**src/rtl/edfq_pkg.sv**
```systemverilog
// ----------------------------------------------------------------------------
// edfq_pkg
// Shared types and constants for the earliest-deadline-first ready queue.
// ----------------------------------------------------------------------------
package edfq_pkg;

    localparam int QUEUE_DEPTH = 16;
    localparam int DL_W        = 32;
    localparam int KIND_W      = 3;
    localparam int CNT_W       = $clog2(QUEUE_DEPTH + 1);
    localparam int IN_DATA_W   = ((DL_W + KIND_W + 7) / 8) * 8;
    localparam int OUT_DATA_W  = ((KIND_W + DL_W + 7) / 8) * 8;

    typedef enum logic [1:0] {
        ST_PUSHED = 2'd0,
        ST_POPPED = 2'd1,
        ST_EMPTY  = 2'd2,
        ST_FULL   = 2'd3
    } status_t;

    typedef enum logic {
        MODE_PUSH = 1'b0,
        MODE_POP  = 1'b1
    } mode_t;

    typedef struct packed {
        logic [DL_W-1:0]   deadline;
        logic [KIND_W-1:0] kind;
    } entry_t;

    typedef struct packed {
        logic              push;
        logic              pop;
        logic [DL_W-1:0]   deadline;
        logic [KIND_W-1:0] kind;
    } cmd_t;

endpackage

```
**src/rtl/edfq_cell.sv**
```systemverilog
// ----------------------------------------------------------------------------
// edfq_cell
// One slot of the sorted queue: holds an entry, compares it with the pushed
// deadline and shifts toward the tail on insert or toward the head on pop.
// ----------------------------------------------------------------------------
module edfq_cell (
    input  logic            clk,
    input  edfq_pkg::cmd_t   cmd,
    input  logic            occupied,
    input  logic            prev_place,
    input  edfq_pkg::entry_t prev_entry,
    input  edfq_pkg::entry_t next_entry,
    output logic            place,
    output edfq_pkg::entry_t entry
);
    import edfq_pkg::*;

    entry_t entry_reg;
    entry_t entry_next;

    // new word belongs at or before this slot (ties stay behind older words)
    assign place = !occupied || (entry_reg.deadline > cmd.deadline);
    assign entry = entry_reg;

    always_comb
    begin
        entry_next = entry_reg;
        if (cmd.push)
        begin
            if (prev_place)
            begin
                entry_next = prev_entry;
            end
            else if (place)
            begin
                entry_next.deadline = cmd.deadline;
                entry_next.kind     = cmd.kind;
            end
        end
        else if (cmd.pop)
        begin
            entry_next = next_entry;
        end
    end

    always_ff @(posedge clk)
    begin
        entry_reg <= entry_next;
    end

endmodule

```
**src/rtl/edf_ready_queue_core.sv**
```systemverilog
// ----------------------------------------------------------------------------
// edf_ready_queue_core
// Earliest-deadline-first ready queue built as a sorted chain of cells.
// ----------------------------------------------------------------------------
// Usage:
//   Input words arrive on s_tvalid/s_tready with s_tuser[0] as the mode
//   (0 push, 1 pop) and s_tdata carrying the deadline and the task kind.
//   Every input word produces exactly one result word on m_tvalid/m_tready;
//   m_tuser holds the status and m_tdata the popped kind and deadline.
//   A push inserts into a chain of cells kept sorted by deadline, older
//   words ahead of newer ones with equal deadline; a pop takes the head cell
//   and shifts the chain by one. Both finish in the cycle of acceptance.
//   m_tvalid rises in the cycle after acceptance; throughput is one word
//   per cycle while the receiver keeps up, set by the single compare in each cell.
//   The result sits in an output register; s_tready is low only while that
//   register is full and m_tready is low, so a stalled receiver holds the
//   block without losing anything.
//   Reset clears the fill count and the output valid flag; the queue is
//   empty right after reset and needs no clearing pass.
// ----------------------------------------------------------------------------
module edf_ready_queue_core (
    input  logic                            clk,
    input  logic                            rst_n,
    input  logic                            s_tvalid,
    output logic                            s_tready,
    input  logic [edfq_pkg::IN_DATA_W-1:0]  s_tdata,   // deadline, task_kind
    input  logic [0:0]                      s_tuser,   // mode
    output logic                            m_tvalid,
    input  logic                            m_tready,
    output logic [edfq_pkg::OUT_DATA_W-1:0] m_tdata,   // out_task_kind, out_deadline
    output logic [1:0]                      m_tuser    // status
);
    import edfq_pkg::*;

    logic [CNT_W-1:0]      count_reg;
    logic [CNT_W-1:0]      count_next;
    logic                  out_valid_reg;
    logic                  out_valid_next;
    logic [OUT_DATA_W-1:0] out_data_reg;
    logic [OUT_DATA_W-1:0] out_data_next;
    status_t               out_status_reg;
    status_t               out_status_next;

    logic                  accept;
    logic                  is_pop;
    logic                  full;
    logic                  empty;
    cmd_t                  cmd;

    logic   [QUEUE_DEPTH-1:0] occ_w;
    logic   [QUEUE_DEPTH-1:0] place_w;
    logic   [QUEUE_DEPTH-1:0] prev_place_w;
    entry_t                   entry_w      [QUEUE_DEPTH];
    entry_t                   prev_entry_w [QUEUE_DEPTH];
    entry_t                   next_entry_w [QUEUE_DEPTH];

    assign s_tready = !out_valid_reg || m_tready;
    assign accept   = s_tvalid && s_tready;
    assign is_pop   = (mode_t'(s_tuser[0]) == MODE_POP);
    assign full     = (count_reg == CNT_W'(QUEUE_DEPTH));
    assign empty    = (count_reg == '0);

    assign cmd.push     = accept && !is_pop && !full;
    assign cmd.pop      = accept && is_pop && !empty;
    assign cmd.deadline = s_tdata[DL_W-1:0];
    assign cmd.kind     = s_tdata[DL_W +: KIND_W];

    genvar gi;
    generate
        for (gi = 0; gi < QUEUE_DEPTH; gi++)
        begin : g_cell
            assign occ_w[gi] = (count_reg > CNT_W'(gi));

            if (gi == 0)
            begin : g_head
                assign prev_place_w[gi] = 1'b0;
                assign prev_entry_w[gi] = '0;
            end
            else
            begin : g_body
                assign prev_place_w[gi] = place_w[gi-1];
                assign prev_entry_w[gi] = entry_w[gi-1];
            end

            if (gi == QUEUE_DEPTH - 1)
            begin : g_tail
                assign next_entry_w[gi] = '0;
            end
            else
            begin : g_mid
                assign next_entry_w[gi] = entry_w[gi+1];
            end

            edfq_cell u_cell (
                .clk        (clk),
                .cmd        (cmd),
                .occupied   (occ_w[gi]),
                .prev_place (prev_place_w[gi]),
                .prev_entry (prev_entry_w[gi]),
                .next_entry (next_entry_w[gi]),
                .place      (place_w[gi]),
                .entry      (entry_w[gi])
            );
        end
    endgenerate

    always_comb
    begin
        count_next = count_reg;
        if (cmd.push)
        begin
            count_next = count_reg + CNT_W'(1);
        end
        else if (cmd.pop)
        begin
            count_next = count_reg - CNT_W'(1);
        end
    end

    always_comb
    begin
        out_valid_next  = out_valid_reg;
        out_data_next   = out_data_reg;
        out_status_next = out_status_reg;
        if (accept)
        begin
            out_valid_next = 1'b1;
            out_data_next  = '0;
            if (is_pop)
            begin
                if (empty)
                begin
                    out_status_next = ST_EMPTY;
                end
                else
                begin
                    out_status_next = ST_POPPED;
                    out_data_next   = OUT_DATA_W'({entry_w[0].deadline, entry_w[0].kind});
                end
            end
            else
            begin
                out_status_next = full ? ST_FULL : ST_PUSHED;
            end
        end
        else if (m_tready)
        begin
            out_valid_next = 1'b0;
        end
    end

    always_ff @(posedge clk or negedge rst_n)
    begin
        if (!rst_n)
        begin
            count_reg     <= '0;
            out_valid_reg <= 1'b0;
        end
        else
        begin
            count_reg     <= count_next;
            out_valid_reg <= out_valid_next;
        end
    end

    always_ff @(posedge clk)
    begin
        out_data_reg   <= out_data_next;
        out_status_reg <= out_status_next;
    end

    assign m_tvalid = out_valid_reg;
    assign m_tdata  = out_data_reg;
    assign m_tuser  = out_status_reg;

    a_count_bound: assert property (@(posedge clk) disable iff (!rst_n)
        count_reg <= CNT_W'(QUEUE_DEPTH))
        else $error("fill count beyond depth");

    a_push_count: assert property (@(posedge clk) disable iff (!rst_n)
        cmd.push |=> (count_reg == $past(count_reg) + CNT_W'(1)))
        else $error("push did not grow the queue");

    a_pop_result: assert property (@(posedge clk) disable iff (!rst_n)
        cmd.pop |=> (m_tvalid && m_tuser == ST_POPPED))
        else $error("pop gave no popped result");

    a_head_sorted: assert property (@(posedge clk) disable iff (!rst_n)
        (count_reg >= CNT_W'(2)) |-> (entry_w[0].deadline <= entry_w[1].deadline))
        else $error("head cells out of order");

endmodule

```
**config.mk**
```make
export PLATFORM = sky130hd
export DESIGN_NAME = edf_ready_queue_core
export DESIGN_NICKNAME = d
export VERILOG_FILES = /design/src/rtl/edfq_pkg.sv /design/src/rtl/edfq_cell.sv /design/src/rtl/edf_ready_queue_core.sv
export SDC_FILE = /design/constraint.sdc
export NUM_CORES = 2
export LEC_CHECK = 0
export BUFFER_PORTS_ARGS = -buffer_cell sky130_fd_sc_hd__buf_4
export CAP_MARGIN = 20
export CORE_AREA = 3 3 423 425
export DETAILED_ROUTE_END_ITERATION = 16
export DIE_AREA = 0 0 426 428
export PLACE_DENSITY_LB_ADDON = 0.15
export SETUP_SLACK_MARGIN = 0.5
export SLEW_MARGIN = 5
export SYNTH_ARGS = -nofsm -noshare
export SYNTH_HDL_FRONTEND = slang
export SYNTH_HIERARCHICAL = 1
export SYNTH_SLANG_ARGS = --single-unit
```
**constraint.sdc**
```tcl
create_clock -name clk -period 8.4 [get_ports clk]
set_input_delay 1.68 -clock clk [delete_from_list [all_inputs] [get_ports clk]]
set_output_delay 1.68 -clock clk [all_outputs]
set_load 0.1 [all_outputs]
```
==> summary.md <==
| Metric | Value |
|---|---|
| Switching part of the total | 0.3642 |
| Tot Pwr | about 12 mW |
| Max reg flops | between 500 and 600 |
| CP cell instances | buf_4 > inv_1 > ha_1 > nand4_1 > nor4_2 > o41ai_1 > buf_2 > a21oi_4 > buf_4 > nand3b_1 > o22ai_1 > a21oi_4 > buf_4 |
| Final-stage net count | 5146 |
| Pre-antenna DRT Iters | 5 |
| Final Util | 0.2830 |
| Skew-Pair Late Insertion Delay | about 0.66 ns |
| Worst clock skew | 0.02412 ns |
| RSZ-0062 raised after global routing | no |
| Largest net degree at the start of global routing | 210 |
| Area Overhead vs Synth | 13.51% |
| Layout cells sized above 1 | 0.06355 |
| Final hold violation count | 0 |
| Clock group share of total power | 0.277 |
| Hold crit path type | reg2reg |
| Total number of H-tree levels | 3 |
| DRC violations left | 0 |
| Inserted Clock Buffers | 81 |
| Fillcell total | 18670 |
| Clock transition at path regs | ~0.050 ns |
| Startpoint types | primary input |
| Psw | 4.269 mW |
| Least-Margin Pin Slew | about 1.2 ns |
| Post_cts resized | 0 |
| Internal Power | around 7.5 mW |
| Final min period | around 5.3 ns |
| Number of setup violations in the final report | 0 |
| DR WL/cell | between 15 and 20 µm |
| Leakage | 21.88 nW |
| Crit path required time | approximately 8.7 ns |
| Die Y | ~430 µm |
| R2r setup slk | roughly 4.1 ns |
| Syn_area_per_cell | just under 10 µm² |
| PortBufs | between 70 and 80 |
| Via count | 31520 |
| Syn. warnings | 6 |
| Post-Syn Instances | 4504 |
| Gpl congestion | about 0.77 |
| Routed Antenna Nets | 0 |
| Setup TNS | 0 ns |
| FMAX | approximately 190 MHz |
| Total die area | between 150000 and 200000 µm² |
| Dpl hpwl | 92070 µm |
| Core footprint | ~180000 µm² |
| Status | complete, no violations |
| R2r worst-path depth | 11 |
| CTS tree | yes |
| PD cells | ~240 nW/µm² |
| CP Class | in2reg |
| Post-Syn Area | 43810 µm² |
| Std-Cell Rows | roughly 150 |
| Largest fanout on the critical path | 36 |
| Drt initial violations | between 1500 and 2000 |
| First-pass GRT wire length | approximately 190000 µm |
| Maximum Capacitance Violations | 0 |
| Rel. slew slack | 0.1650 |
| Comb pwr share | 0.343 |
| IR Drop Worst-Case VDD | 0.1376 mV |
| GR Overflow Total | 0 |
| Vias per inst | approximately 4.5 |
| Critical Path Most Common Cell | buf_4 |
| Hold-fix buffers at CTS | 0 |
| Critical path's slowest cell | nor4_2 |
| Postcts setup bufs | 0 |
| Initial antenna violation count | 0 |
| IO Pins | between 80 and 90 |
| Crit-path max cell delay | approximately 0.59 ns |
| Vias in the first global route | between 30000 and 40000 |
| Clk buf depth | 3 |
| CTS root buf | clkbuf_16 |
| Hold depth | 2 |
| Final Max Tran Viols | 0 |
| Sequential power share | 0.379 |
| CP arrival | 5.59 ns |
| Clk sinks | around 600 |
| Die X | 426 µm |
| Initial core utilization | 0.2493 |
| CP Capture Type | flip-flop |
| Total Wirelength | between 100000 and 150000 µm |
| Total GRT Usage | 0.1300 |
| Tcrit/Tclk final | 0.6262 |
final cells by class:
cell class                 instances  area, µm²  share of cell area
antenna                            2      5.005           0.0001006
timing repair buffer             129       1006             0.02023
clock inverter                    35      209.0            0.004202
sequential                       603      18080              0.3635
tap                             2340       2928             0.05888
clock buffer                     107       2167             0.04358
multi-input combinational       3235      23330              0.4692
inverter                         533       2001             0.04023
placed cells by master, fill, tap and decap left out, types with 17 or more instances in the layout:
cell and n:
nor2_1 598, clkbuf_1 24, nor2b_1 17, nand2_1 92, edfxtp_1 597, nand4_1 97, inv_1 531, buf_4 120
a21oi_1 774, o21ai_1 32, mux2i_1 560, conb_1 76, ha_1 518, nand3_1 66, a21o_1 32, nor3_1 66
o21ai_0 27, and3_1 36, clkinv_1 23, clkbuf_16 83, a21oi_4 31
through the flow:
step / cells / setup slack [ns] / hold slack, ns / cell area [µm²]
2_1_floorplan: 4579 / 2.490 / 0.5377 / 44090
3_3_place_gp: 6835 / 2.271 / 0.5480 / 47320
3_5_place_dp: 6837 / 2.343 / 0.5618 / 47330
4_1_cts: 6979 / 3.032 / 0.5759 / 49710
5_1_grt: 6982 / 2.876 / 0.6304 / 49720
6_report: 6984 / 3.140 / 0.5762 / 49730
power groups by stage:
stage | Combinational [mW] | Clock [mW] | Sequential, mW
4_1_cts | 4.07 | 3.42 | 4.45
5_1_grt | 4.52 | 3.50 | 4.52
3_5_place_dp | 4.06 | 0 | 4.51
3_3_place_gp | 3.99 | 0 | 4.50
6_report | 4.02 | 3.25 | 4.45
2_1_floorplan | 3.00 | 0 | 4.45
worst max-delay path, delay by kind of cell:
family / cells / cell delay (ns)
compound gates: 4 / 0.94
fa+ha+maj: 1 / 0.33
buf+inv: 5 / 1.53
simple gates: 3 / 1.02
worst paths after layout:
path / startpoint / to
setup / recovery: s_tdata[27] / g_cell[7].u_cell/entry[29]
hold / removal: g_cell[15].u_cell/entry[0] / g_cell[14].u_cell/entry[0]
setup reg to reg: count_reg[1] / g_cell[14].u_cell/entry[12]
hold reg to reg: g_cell[15].u_cell/entry[0] / g_cell[14].u_cell/entry[0]
max in group asynchronous: rst_n / count_reg[2]
min in group asynchronous: rst_n / count_reg[3]
per-layer routing:
layer,wire (µm),share of wire,vias to the layer above,GRT usage
met5,0,0,-,0
met4,2945,0.024,0,0.03325
met3,3857,0.032,148,0.01710
met2,50540,0.42,461,0.1916
met1,64360,0.53,14470,0.1976
li1,-,-,16440,-
Note: power is estimated with default switching activity, not from simulation.
